===== config.mk =====
export PLATFORM = sky130hd
export DESIGN_NAME = alarm_panel_controller_flat
export DESIGN_NICKNAME = d
export VERILOG_FILES = /design/src/rtl/apc_pkg.sv /design/src/rtl/apc_tick_if.sv /design/src/rtl/apc_result_if.sv /design/src/rtl/apc_cfg_regs.sv /design/src/rtl/apc_core.sv /design/src/rtl/alarm_panel_controller.sv /design/src/flat_wrapper.sv
export VERILOG_INCLUDE_DIRS = /design/src /design/src/rtl
export SDC_FILE = /design/constraint.sdc
export NUM_CORES = 1
export LEC_CHECK = 0
export BUFFER_PORTS_ARGS = -buffer_cell sky130_fd_sc_hd__buf_2
export CAP_MARGIN = 20
export CORE_AREA = 2 2 121 111
export CTS_BUF_LIST = sky130_fd_sc_hd__clkbuf_16
export DETAILED_ROUTE_END_ITERATION = 7
export DIE_AREA = 0 0 123 113
export PLACE_DENSITY = 0.77
export SYNTH_ARGS = -nofsm -noshare
export SYNTH_HDL_FRONTEND = slang
export SYNTH_HIERARCHICAL = 1
export SYNTH_SLANG_ARGS = --single-unit

===== constraint.sdc =====
create_clock -name clk -period 4.1 [get_ports clk]
set_input_delay 0.41 -clock clk [delete_from_list [all_inputs] [get_ports clk]]
set_output_delay 0.41 -clock clk [all_outputs]
set_load 0.005 [all_outputs]

===== src/rtl/assert_macros.svh =====
// Assertion macros shared by the alarm panel RTL.
// Depends on nothing; files that check their own logic include this header.
`ifndef ASSERT_MACROS_SVH
`define ASSERT_MACROS_SVH
`ifndef SYNTHESIS
`define APC_ASSERT(label, clk, rst, expr) \
  label: assert property (@(posedge clk) disable iff (rst) (expr)) \
    else $error("assertion failed");
`define APC_ASSERT_IMPL(label, clk, rst, ante, cons) \
  label: assert property (@(posedge clk) disable iff (rst) (ante) |-> (cons)) \
    else $error("assertion failed");
`define APC_ASSERT_NEXT(label, clk, rst, ante, cons) \
  label: assert property (@(posedge clk) disable iff (rst) (ante) |=> (cons)) \
    else $error("assertion failed");
`else
`define APC_ASSERT(label, clk, rst, expr)
`define APC_ASSERT_IMPL(label, clk, rst, ante, cons)
`define APC_ASSERT_NEXT(label, clk, rst, ante, cons)
`endif
`endif


===== src/rtl/apc_pkg.sv =====
// Types and codes of the alarm panel controller.
// Used by the register block, the core and the top level.
`timescale 1ns / 1ps

package apc_pkg;

  localparam int unsigned AddrWidth = 5;
  localparam int unsigned DataWidth = 32;

  typedef enum logic [2:0] {
    MODE_IDLE   = 3'd0,
    MODE_ARMING = 3'd1,
    MODE_ARMED  = 3'd2,
    MODE_ENTRY  = 3'd3,
    MODE_ALARM  = 3'd4
  } mode_t;

  typedef enum logic [3:0] {
    EV_NONE         = 4'd0,
    EV_ARMING       = 4'd1,
    EV_ARM_CANCEL   = 4'd2,
    EV_ARMED        = 4'd3,
    EV_DISARMED     = 4'd4,
    EV_ENTRY        = 4'd5,
    EV_ENTRY_STOP   = 4'd6,
    EV_ALARM        = 4'd7,
    EV_ALARM_END    = 4'd8,
    EV_ALARM_DISARM = 4'd9,
    EV_RETRIGGER    = 4'd10
  } event_t;

  typedef enum logic [2:0] {
    REG_ARM_DELAY      = 3'd0,
    REG_ENTRY_DELAY    = 3'd1,
    REG_ALARM_DURATION = 3'd2,
    REG_FLASH_ENABLE   = 3'd3,
    REG_SIREN_ENABLE   = 3'd4,
    REG_LIGHT_EN       = 3'd5,
    REG_NOTIFY_MASK    = 3'd6,
    REG_ARMED_AT_RESET = 3'd7
  } reg_idx_t;

  typedef struct packed {
    logic [15:0] arm_delay;
    logic [15:0] entry_delay;
    logic [15:0] alarm_duration;
    logic        flash_enable;
    logic        siren_enable;
    logic        light_en;
    logic [1:0]  notify_mask;
    logic        armed_at_reset;
  } cfg_t;

  typedef struct packed {
    mode_t       mode;
    logic [7:0]  alarm_count;
    logic [15:0] seconds_left;
    logic        flash_on;
    logic        siren_on;
    logic        light_on;
    logic [1:0]  alarm_message;
    logic [1:0]  disarm_message;
    logic        save_armed;
    event_t      event_res;
  } res_t;

endpackage


===== src/rtl/apc_tick_if.sv =====
// Input channel of the alarm panel controller: one beat per one-second tick.
// Depends on nothing.
`timescale 1ns / 1ps

interface apc_tick_if;
  logic valid;
  logic ready;
  logic tag_read;
  logic tag_known;

  modport source (output valid, output tag_read, output tag_known, input ready);
  modport sink (input valid, input tag_read, input tag_known, output ready);
endinterface


===== src/rtl/apc_result_if.sv =====
// Result channel of the alarm panel controller: one beat per tick.
// Depends on nothing.
`timescale 1ns / 1ps

interface apc_result_if;
  logic        valid;
  logic        ready;
  logic [2:0]  mode;
  logic [7:0]  alarm_count;
  logic [15:0] seconds_left;
  logic        flash_on;
  logic        siren_on;
  logic        light_on;
  logic [1:0]  alarm_message;
  logic [1:0]  disarm_message;
  logic        save_armed;
  logic [3:0]  event_res;

  modport source (
    output valid, output mode, output alarm_count, output seconds_left,
    output flash_on, output siren_on, output light_on, output alarm_message,
    output disarm_message, output save_armed, output event_res, input ready
  );
  modport sink (
    input valid, input mode, input alarm_count, input seconds_left,
    input flash_on, input siren_on, input light_on, input alarm_message,
    input disarm_message, input save_armed, input event_res, output ready
  );
endinterface


===== src/rtl/apc_cfg_regs.sv =====
// APB register block of the alarm panel controller.
// Depends on apc_pkg for the register map and the configuration struct.
`timescale 1ns / 1ps

module apc_cfg_regs (
  input  logic                             clk,
  input  logic                             rst,
  input  logic                             psel,
  input  logic                             penable,
  input  logic                             pwrite,
  input  logic [apc_pkg::AddrWidth-1:0]    paddr,
  input  logic [apc_pkg::DataWidth-1:0]    pwdata,
  output logic [apc_pkg::DataWidth-1:0]    prdata,
  output logic                             pready,
  output apc_pkg::cfg_t                    cfg
);

  apc_pkg::reg_idx_t idx;
  logic              wr_en;

  assign pready = 1'b1;
  assign idx    = apc_pkg::reg_idx_t'(paddr[apc_pkg::AddrWidth-1:2]);
  assign wr_en  = psel && penable && pwrite;

  always_ff @(posedge clk) begin
    if (rst) begin
      cfg <= '0;
    end else if (wr_en) begin
      unique case (idx)
        apc_pkg::REG_ARM_DELAY:      cfg.arm_delay      <= pwdata[15:0];
        apc_pkg::REG_ENTRY_DELAY:    cfg.entry_delay    <= pwdata[15:0];
        apc_pkg::REG_ALARM_DURATION: cfg.alarm_duration <= pwdata[15:0];
        apc_pkg::REG_FLASH_ENABLE:   cfg.flash_enable   <= pwdata[0];
        apc_pkg::REG_SIREN_ENABLE:   cfg.siren_enable   <= pwdata[0];
        apc_pkg::REG_LIGHT_EN:       cfg.light_en       <= pwdata[0];
        apc_pkg::REG_NOTIFY_MASK:    cfg.notify_mask    <= pwdata[1:0];
        apc_pkg::REG_ARMED_AT_RESET: cfg.armed_at_reset <= pwdata[0];
        default: begin
        end
      endcase
    end
  end

  always_comb begin
    prdata = '0;
    unique case (idx)
      apc_pkg::REG_ARM_DELAY:      prdata[15:0] = cfg.arm_delay;
      apc_pkg::REG_ENTRY_DELAY:    prdata[15:0] = cfg.entry_delay;
      apc_pkg::REG_ALARM_DURATION: prdata[15:0] = cfg.alarm_duration;
      apc_pkg::REG_FLASH_ENABLE:   prdata[0]    = cfg.flash_enable;
      apc_pkg::REG_SIREN_ENABLE:   prdata[0]    = cfg.siren_enable;
      apc_pkg::REG_LIGHT_EN:       prdata[0]    = cfg.light_en;
      apc_pkg::REG_NOTIFY_MASK:    prdata[1:0]  = cfg.notify_mask;
      apc_pkg::REG_ARMED_AT_RESET: prdata[0]    = cfg.armed_at_reset;
      default:                     prdata       = '0;
    endcase
  end

endmodule


===== src/rtl/apc_core.sv =====
// Mode state machine, countdown and alarm counter with the result register.
// Depends on apc_pkg, the two channel interfaces and assert_macros.svh.
`timescale 1ns / 1ps
`include "assert_macros.svh"

module apc_core (
  input  logic          clk,
  input  logic          rst,
  input  apc_pkg::cfg_t cfg,
  apc_tick_if.sink      tick,
  apc_result_if.source  result
);

  apc_pkg::mode_t  mode_reg;
  logic [7:0]      alarm_counter;
  logic [15:0]     countdown_reg;
  logic            pending_good;
  logic            pending_bad;
  logic [2:0]      drive_bits;
  logic            restore_due;

  apc_pkg::res_t   res;
  logic            res_valid;
  logic            accept;

  apc_pkg::mode_t  mode_cur;
  apc_pkg::mode_t  mode_next;
  logic [7:0]      alarm_counter_next;
  logic [7:0]      raised_count;
  logic [15:0]     countdown_load;
  logic [15:0]     countdown_next;
  logic            pending_good_next;
  logic            pending_bad_next;
  logic [2:0]      drive_bits_next;
  logic            good;
  logic            bad;
  logic            expired;
  apc_pkg::event_t event_code;
  logic [1:0]      alarm_msg;
  logic [1:0]      disarm_msg;
  logic            save;

  assign tick.ready = !res_valid || result.ready;
  assign accept     = tick.valid && tick.ready;

  assign mode_cur     = restore_due ? (cfg.armed_at_reset ? apc_pkg::MODE_ARMED
                                                          : apc_pkg::MODE_IDLE)
                                    : mode_reg;
  assign good         = tick.tag_read ? tick.tag_known : pending_good;
  assign bad          = tick.tag_read ? !tick.tag_known : pending_bad;
  assign expired      = (countdown_reg == 16'd0);
  assign raised_count = (alarm_counter == 8'hFF) ? 8'hFF : alarm_counter + 8'd1;

  always_comb begin
    mode_next          = mode_cur;
    alarm_counter_next = alarm_counter;
    countdown_load     = countdown_reg;
    pending_good_next  = good;
    pending_bad_next   = bad;
    drive_bits_next    = drive_bits;
    event_code         = apc_pkg::EV_NONE;
    alarm_msg          = 2'b00;
    disarm_msg         = 2'b00;
    save               = 1'b0;
    unique case (mode_cur)
      apc_pkg::MODE_ARMING: begin
        if (good) begin
          pending_good_next = 1'b0;
          mode_next         = apc_pkg::MODE_IDLE;
          event_code        = apc_pkg::EV_ARM_CANCEL;
        end else if (expired) begin
          mode_next          = apc_pkg::MODE_ARMED;
          alarm_counter_next = 8'd0;
          save               = 1'b1;
          event_code         = apc_pkg::EV_ARMED;
        end
      end
      apc_pkg::MODE_ARMED: begin
        if (good) begin
          pending_good_next = 1'b0;
          mode_next         = apc_pkg::MODE_IDLE;
          save              = 1'b1;
          event_code        = apc_pkg::EV_DISARMED;
        end else if (bad) begin
          pending_bad_next = 1'b0;
          mode_next        = apc_pkg::MODE_ENTRY;
          countdown_load   = cfg.entry_delay;
          event_code       = apc_pkg::EV_ENTRY;
        end
      end
      apc_pkg::MODE_ENTRY: begin
        if (good) begin
          pending_good_next = 1'b0;
          mode_next         = apc_pkg::MODE_IDLE;
          event_code        = apc_pkg::EV_ENTRY_STOP;
        end else if (bad || expired) begin
          pending_bad_next   = 1'b0;
          mode_next          = apc_pkg::MODE_ALARM;
          alarm_counter_next = raised_count;
          countdown_load     = cfg.alarm_duration;
          alarm_msg          = cfg.notify_mask;
          drive_bits_next    = {cfg.light_en, cfg.siren_enable, cfg.flash_enable};
          event_code         = apc_pkg::EV_ALARM;
        end
      end
      apc_pkg::MODE_ALARM: begin
        if (good) begin
          pending_good_next  = 1'b0;
          mode_next          = apc_pkg::MODE_IDLE;
          alarm_counter_next = 8'd0;
          drive_bits_next    = 3'b000;
          disarm_msg         = cfg.notify_mask;
          event_code         = apc_pkg::EV_ALARM_DISARM;
        end else if (bad) begin
          pending_bad_next   = 1'b0;
          alarm_counter_next = raised_count;
          countdown_load     = cfg.alarm_duration;
          event_code         = apc_pkg::EV_RETRIGGER;
        end else if (expired) begin
          mode_next          = apc_pkg::MODE_ARMED;
          alarm_counter_next = 8'd0;
          drive_bits_next    = 3'b000;
          event_code         = apc_pkg::EV_ALARM_END;
        end
      end
      default: begin
        mode_next = apc_pkg::MODE_IDLE;
        if (good) begin
          pending_good_next = 1'b0;
          mode_next         = apc_pkg::MODE_ARMING;
          countdown_load    = cfg.arm_delay;
          event_code        = apc_pkg::EV_ARMING;
        end
      end
    endcase
    countdown_next = (countdown_load != 16'd0) ? countdown_load - 16'd1
                                               : countdown_load;
  end

  always_ff @(posedge clk) begin
    if (rst) begin
      restore_due   <= 1'b1;
      mode_reg      <= apc_pkg::MODE_IDLE;
      alarm_counter <= '0;
      countdown_reg <= '0;
      pending_good  <= 1'b0;
      pending_bad   <= 1'b0;
      drive_bits    <= '0;
      res_valid     <= 1'b0;
    end else begin
      if (accept) begin
        restore_due   <= 1'b0;
        mode_reg      <= mode_next;
        alarm_counter <= alarm_counter_next;
        countdown_reg <= countdown_next;
        pending_good  <= pending_good_next;
        pending_bad   <= pending_bad_next;
        drive_bits    <= drive_bits_next;
        res_valid     <= 1'b1;
      end else if (result.ready) begin
        res_valid <= 1'b0;
      end
    end
  end

  always_ff @(posedge clk) begin
    if (accept) begin
      res.mode           <= mode_next;
      res.alarm_count    <= alarm_counter_next;
      res.seconds_left   <= countdown_next;
      res.flash_on       <= drive_bits_next[0];
      res.siren_on       <= drive_bits_next[1];
      res.light_on       <= drive_bits_next[2];
      res.alarm_message  <= alarm_msg;
      res.disarm_message <= disarm_msg;
      res.save_armed     <= save;
      res.event_res      <= event_code;
    end
  end

  assign result.valid          = res_valid;
  assign result.mode           = res.mode;
  assign result.alarm_count    = res.alarm_count;
  assign result.seconds_left   = res.seconds_left;
  assign result.flash_on       = res.flash_on;
  assign result.siren_on       = res.siren_on;
  assign result.light_on       = res.light_on;
  assign result.alarm_message  = res.alarm_message;
  assign result.disarm_message = res.disarm_message;
  assign result.save_armed     = res.save_armed;
  assign result.event_res      = res.event_res;

  `APC_ASSERT(a_pending_exclusive, clk, rst, !(pending_good && pending_bad))
  `APC_ASSERT_IMPL(a_drives_only_in_alarm, clk, rst,
                   mode_reg != apc_pkg::MODE_ALARM, drive_bits == 3'b000)
  `APC_ASSERT_IMPL(a_save_on_arm_events, clk, rst, res_valid && res.save_armed,
                   res.event_res == apc_pkg::EV_ARMED || res.event_res == apc_pkg::EV_DISARMED)
  `APC_ASSERT_IMPL(a_alarm_msg_on_alarm, clk, rst, res_valid && res.alarm_message != 2'b00,
                   res.event_res == apc_pkg::EV_ALARM)
  `APC_ASSERT_NEXT(a_beat_gives_result, clk, rst, accept,
                   res_valid && res.mode == mode_reg)

endmodule


===== src/rtl/alarm_panel_controller.sv =====
// Alarm panel controller: one tick beat in, one result beat out, takes a beat every
// clock cycle. The mode update and countdown of a tick are combinational and the
// result sits in an output register from the next cycle; input ready drops only
// while that register holds a result the sink has not taken. After reset the
// armed_at_reset register selects armed or idle on the first tick. Registers sit at
// byte address 4*i in the order arm_delay, entry_delay, alarm_duration,
// flash_enable, siren_enable, light_en, notify_mask, armed_at_reset.
// Depends on apc_pkg, apc_tick_if, apc_result_if, apc_cfg_regs and apc_core.
`timescale 1ns / 1ps

module alarm_panel_controller (
  input  logic                          clk,
  input  logic                          rst,
  input  logic                          psel,
  input  logic                          penable,
  input  logic                          pwrite,
  input  logic [apc_pkg::AddrWidth-1:0] paddr,
  input  logic [apc_pkg::DataWidth-1:0] pwdata,
  output logic [apc_pkg::DataWidth-1:0] prdata,
  output logic                          pready,
  apc_tick_if.sink                      tick,
  apc_result_if.source                  result
);

  apc_pkg::cfg_t cfg;

  apc_cfg_regs u_cfg_regs (
    .clk     (clk),
    .rst     (rst),
    .psel    (psel),
    .penable (penable),
    .pwrite  (pwrite),
    .paddr   (paddr),
    .pwdata  (pwdata),
    .prdata  (prdata),
    .pready  (pready),
    .cfg     (cfg)
  );

  apc_core u_core (
    .clk    (clk),
    .rst    (rst),
    .cfg    (cfg),
    .tick   (tick),
    .result (result)
  );

endmodule

===== src/flat_wrapper.sv =====
// flat-port wrapper written by rule: the top's interface ports become plain ports
module alarm_panel_controller_flat 
  (clk, rst, psel, penable, pwrite, paddr, pwdata, prdata, pready, tick_valid, tick_tag_read, tick_tag_known, tick_ready, result_valid, result_mode, result_alarm_count, result_seconds_left, result_flash_on, result_siren_on, result_light_on, result_alarm_message, result_disarm_message, result_save_armed, result_event_res, result_ready);
  apc_tick_if tick_i ();
  apc_result_if result_i ();
  input  logic clk;
  input  logic rst;
  input  logic psel;
  input  logic penable;
  input  logic pwrite;
  input  logic [apc_pkg::AddrWidth-1:0] paddr;
  input  logic [apc_pkg::DataWidth-1:0] pwdata;
  output logic [apc_pkg::DataWidth-1:0] prdata;
  output logic pready;
  input wire logic [$bits(tick_i.valid)-1:0] tick_valid;
  input wire logic [$bits(tick_i.tag_read)-1:0] tick_tag_read;
  input wire logic [$bits(tick_i.tag_known)-1:0] tick_tag_known;
  output wire logic [$bits(tick_i.ready)-1:0] tick_ready;
  output wire logic [$bits(result_i.valid)-1:0] result_valid;
  output wire logic [$bits(result_i.mode)-1:0] result_mode;
  output wire logic [$bits(result_i.alarm_count)-1:0] result_alarm_count;
  output wire logic [$bits(result_i.seconds_left)-1:0] result_seconds_left;
  output wire logic [$bits(result_i.flash_on)-1:0] result_flash_on;
  output wire logic [$bits(result_i.siren_on)-1:0] result_siren_on;
  output wire logic [$bits(result_i.light_on)-1:0] result_light_on;
  output wire logic [$bits(result_i.alarm_message)-1:0] result_alarm_message;
  output wire logic [$bits(result_i.disarm_message)-1:0] result_disarm_message;
  output wire logic [$bits(result_i.save_armed)-1:0] result_save_armed;
  output wire logic [$bits(result_i.event_res)-1:0] result_event_res;
  input wire logic [$bits(result_i.ready)-1:0] result_ready;
  assign tick_i.valid = tick_valid;
  assign tick_i.tag_read = tick_tag_read;
  assign tick_i.tag_known = tick_tag_known;
  assign tick_ready = tick_i.ready;
  assign result_valid = result_i.valid;
  assign result_mode = result_i.mode;
  assign result_alarm_count = result_i.alarm_count;
  assign result_seconds_left = result_i.seconds_left;
  assign result_flash_on = result_i.flash_on;
  assign result_siren_on = result_i.siren_on;
  assign result_light_on = result_i.light_on;
  assign result_alarm_message = result_i.alarm_message;
  assign result_disarm_message = result_i.disarm_message;
  assign result_save_armed = result_i.save_armed;
  assign result_event_res = result_i.event_res;
  assign result_i.ready = result_ready;
  alarm_panel_controller u_core (.clk(clk), .rst(rst), .psel(psel), .penable(penable), .pwrite(pwrite), .paddr(paddr), .pwdata(pwdata), .prdata(prdata), .pready(pready), .tick(tick_i), .result(result_i));
endmodule

==> key figures <==
Status
  • Outcome: finished clean

Logic synthesis
  • Compound-Gate Fraction of Synth Area: 23.47%
  • Combinational family with the most area after synthesis: compound AO/OA/AOI/OAI gates
  • Library cell with the largest summed area after synthesis: sky130_fd_sc_hd__dfxtp_1
  • Ranking of synthesized cells by area: sky130_fd_sc_hd__dfxtp_1 (25%), sky130_fd_sc_hd__edfxtp_1 (17%), sky130_fd_sc_hd__nand2_1 (7.6%)
  • Number of distinct standard cells referenced by the synthesized netlist: 89
  • Cell area after technology mapping: 0.007063 mm2
  • Multiplexer share of the synthesized area: 4.287%
  • Area share of fa/ha/maj cells after synthesis: 0.5314%
  • Total of warnings raised by yosys: 6
  • Sequential element share of the synthesized area: 41.24%
  • Area fraction of the dominant cell type after synthesis: 24.66%
  • Fraction of synthesized cell area in xor and xnor cells: 1.577%
  • Average cell area after synthesis: 8.624 um2
  • Seq cells post-synth: 126
  • Number of enable-type register cells in the synthesized netlist: 39
  • Most frequently used flop master after synthesis: sky130_fd_sc_hd__dfxtp_1
  • Share of flip-flops with an asynchronous set or reset after synthesis: 0%
  • Synth Instances: 819
  • Synthesized-area fraction occupied by and/or/nand/nor cells: 21.91%

Power
  • Worst ir drop on vdd: 338.2 uV
  • Total power density per cell area: 479.4 mW/mm2
  • Leakage power figure: 0.003016 uW
  • Combinational cell fraction of total power: 23.0%
  • Switching share of power: 30.42%
  • Overall power after layout: 3815 uW
  • Power share of the sequential group: 40.0%
  • Clock Power Share: 37.0%
  • Internal power of the cells: 2654 uW
  • Switch Pwr: 1161 uW

Drt
  • Routed len/inst: 17.50 um
  • Post-Route M1 WL: 7959 um
  • Met3 wire length: 1302 um
  • Total vias in the final route: 6296
  • Via-to-Cell Ratio: 5.990
  • Count of routing violations after the opening detailed-route iteration: 619
  • Post-DRT Antenna Nets: 0
  • Detailed-router iteration count before antenna repair: 5
  • Top Layer Used: met4
  • Number of DRC violations after detailed routing: 0
  • Met2 layer wire length in the routed design: 8807 um
  • Routed wire length: 18400 um

Layout
  • Layout filler cell count: 1071
  • Fraction of final layout cells sized beyond drive strength 1: 18.71%
  • Area growth from synthesis to layout: 12.67%
  • Flip-flop count of the largest register, all copies and words added: 54
  • Commonest cells after routing, fill and taps aside: sky130_fd_sc_hd__nand2_1 (143), sky130_fd_sc_hd__a21oi_1 (90), sky130_fd_sc_hd__dfxtp_1 (87)
  • Register area: 0.002913 mm2
  • Number of antenna cells inserted: 0
  • Cell area after layout: 0.007958 mm2
  • Final #Nets: 923
  • Most frequent standard cell in the layout excluding fill and tap cells: sky130_fd_sc_hd__nand2_1
  • Area used by multi-input combinational logic: 0.003727 mm2

Global routing
  • Via count of the first global-routing pass: 5709
  • Largest net degree at the start of global routing: 72
  • Initial antenna violation count: 0
  • Wire length of the first global-routing pass: 29190 um
  • Total Routing Usage GR: 27.03%
  • Overflow after GRT: 0

Die
  • Die Area: 0.01390 mm2
  • Ports: 120
  • Number of standard-cell rows in the floorplan: 39
  • Chip Width: 123 um
  • Initial Util: 56.10%
  • Vertical extent of the die: 113 um
  • Core area: 0.01259 mm2

Setup path
  • Crit Path Class: reg -> reg
  • Arrival time at the worst endpoint: 3960 ps
  • R2R cell count: 9
  • Critical Path End Type: flop
  • Data required, critical path: 4240 ps
  • Max FO, Critical Path: 17
  • Startpoint type of the worst setup path: flop

STA
  • Setup repair after global routing missed its margin: no
  • Max Slew Vio Count: 0
  • Final Hold Viols: 0
  • Final period utilization: 93.09%
  • Worst slew margin: 41.34%
  • Period minus WS final: 3817 ps
  • Setup-failing EPs final: 0
  • Clock Skews: 7.054 ps
  • Setup Total Neg Slack: 0 ps
  • Highest Clock Rate: 262.0 MHz
  • Worst-margin pin slew: 879.9 ps

Worst hold path
  • Number of cells on the worst hold path: 3
  • Path class of the lowest-slack min-delay path: in -> reg

Clock tree
  • Level count of the clock H-tree: 4
  • CTS Hold Bufs: 0
  • Clock Pin Slew Worst Setup and Hold Paths: 60 ps
  • Root buf cell: sky130_fd_sc_hd__clkbuf_16
  • Clock buffer count from CTS: 17
  • Later-pin clock latency in the skew report: 420 ps
  • TritonCTS clock tree: built
  • Max Root-Sink Buffers: 2
  • Clk sink count: 126
  • Buffers inserted by post-CTS timing repair: 0
  • Quantity of gates resized following cts: 0

Placed design
  • Detail Placement HPWL: 12490 um
  • Cell Area, Placed: 0.007401 mm2
  • Count of buffers from port buffering: 84
  • Final weighted congestion of routability-driven global placement: 0.9389

Job
  • Max capacitance violation total: 0
worst paths after layout:
path,from,end,slack (ps)
max,u_core/u_core/mode_reg[2],u_core/u_core/result.seconds_left[15],280
min,tick_valid,u_core/u_core/result.valid,230
max reg2reg,u_core/u_core/mode_reg[2],u_core/u_core/result.seconds_left[15],280
min reg2reg,u_core/u_core/drive_bits[0],u_core/u_core/drive_bits[0],460
Yosys cell counts (all sizes together) (7+ instances only):
cell	n
nor3	9
buf	51
clkbuf	26
nand4	8
o21ai	46
nand3b	9
dfxtp	87
a221o	10
o2bb2ai	8
edfxtp	39
nand2	143
mux2i	28
a21oi	91
a311oi	9
nand3	16
and2	7
inv	7
nor2	84
and3	8
a221oi	11
per-stage QoR:
stage | worst slack [ps] | utilization (%) | std cells | hold slack (ps)
after floorplan | 1037 | - | 834 | 436.0
after global placement | 363.8 | 58.79 | 1019 | 442.4
after detailed placement | 344.4 | 58.79 | 1019 | 449.0
after CTS | 332.2 | 63.21 | 1051 | 213.9
after global routing | 51.57 | 63.21 | 1051 | 244.4
final | 283.4 | 63.21 | 1051 | 234.2
layer usage:
layer	global-route usage, %	vias to the layer above
li1	-	3054
met3	6.099	30
met1	35.38	2945
met2	43.39	267
met5	0	-
met4	10.68	0
worst max-delay path: stages (launching register included):
cell and delay (ps):
sky130_fd_sc_hd__dfxtp_1 520, sky130_fd_sc_hd__or4b_1 650, sky130_fd_sc_hd__o211ai_4 310, sky130_fd_sc_hd__nor2_2 100, sky130_fd_sc_hd__a221o_1 370, sky130_fd_sc_hd__a221oi_2 450, sky130_fd_sc_hd__nand2_1 200, sky130_fd_sc_hd__a211oi_4 580
sky130_fd_sc_hd__nand3_2 160, sky130_fd_sc_hd__xor2_1 180
cells by family after synthesis:
logic type | Yosys count
AO/OA/AOI/OAI | 239
XOR/XNOR | 11
adder cells (fa/ha/maj) | 3
buffers and inverters | 85
flip-flops | 126
multiplexers | 30
other | 2
AND/OR/NAND/NOR | 323
power groups by stage:
stage | sequential, uW | combinational (uW) | clock (uW)
after CTS | 1520 | 869 | 1430
after global routing | 1540 | 964 | 1490
after detailed placement | 1550 | 865 | 0
after global placement | 1550 | 853 | 0
after floorplan | 1530 | 667 | 0
final | 1520 | 879 | 1410
cell type report:
type | count | area share [%]
Inverter | 8 | 0.3774
Timing Repair Buffer | 98 | 6.604
Clock buffer | 17 | 5.346
Clock inverter | 15 | 1.651
Tap cell | 164 | 2.579
Multi-Input combinational cell | 623 | 46.84
Sequential cell | 126 | 36.60
(Power assumes the default switching activity.)
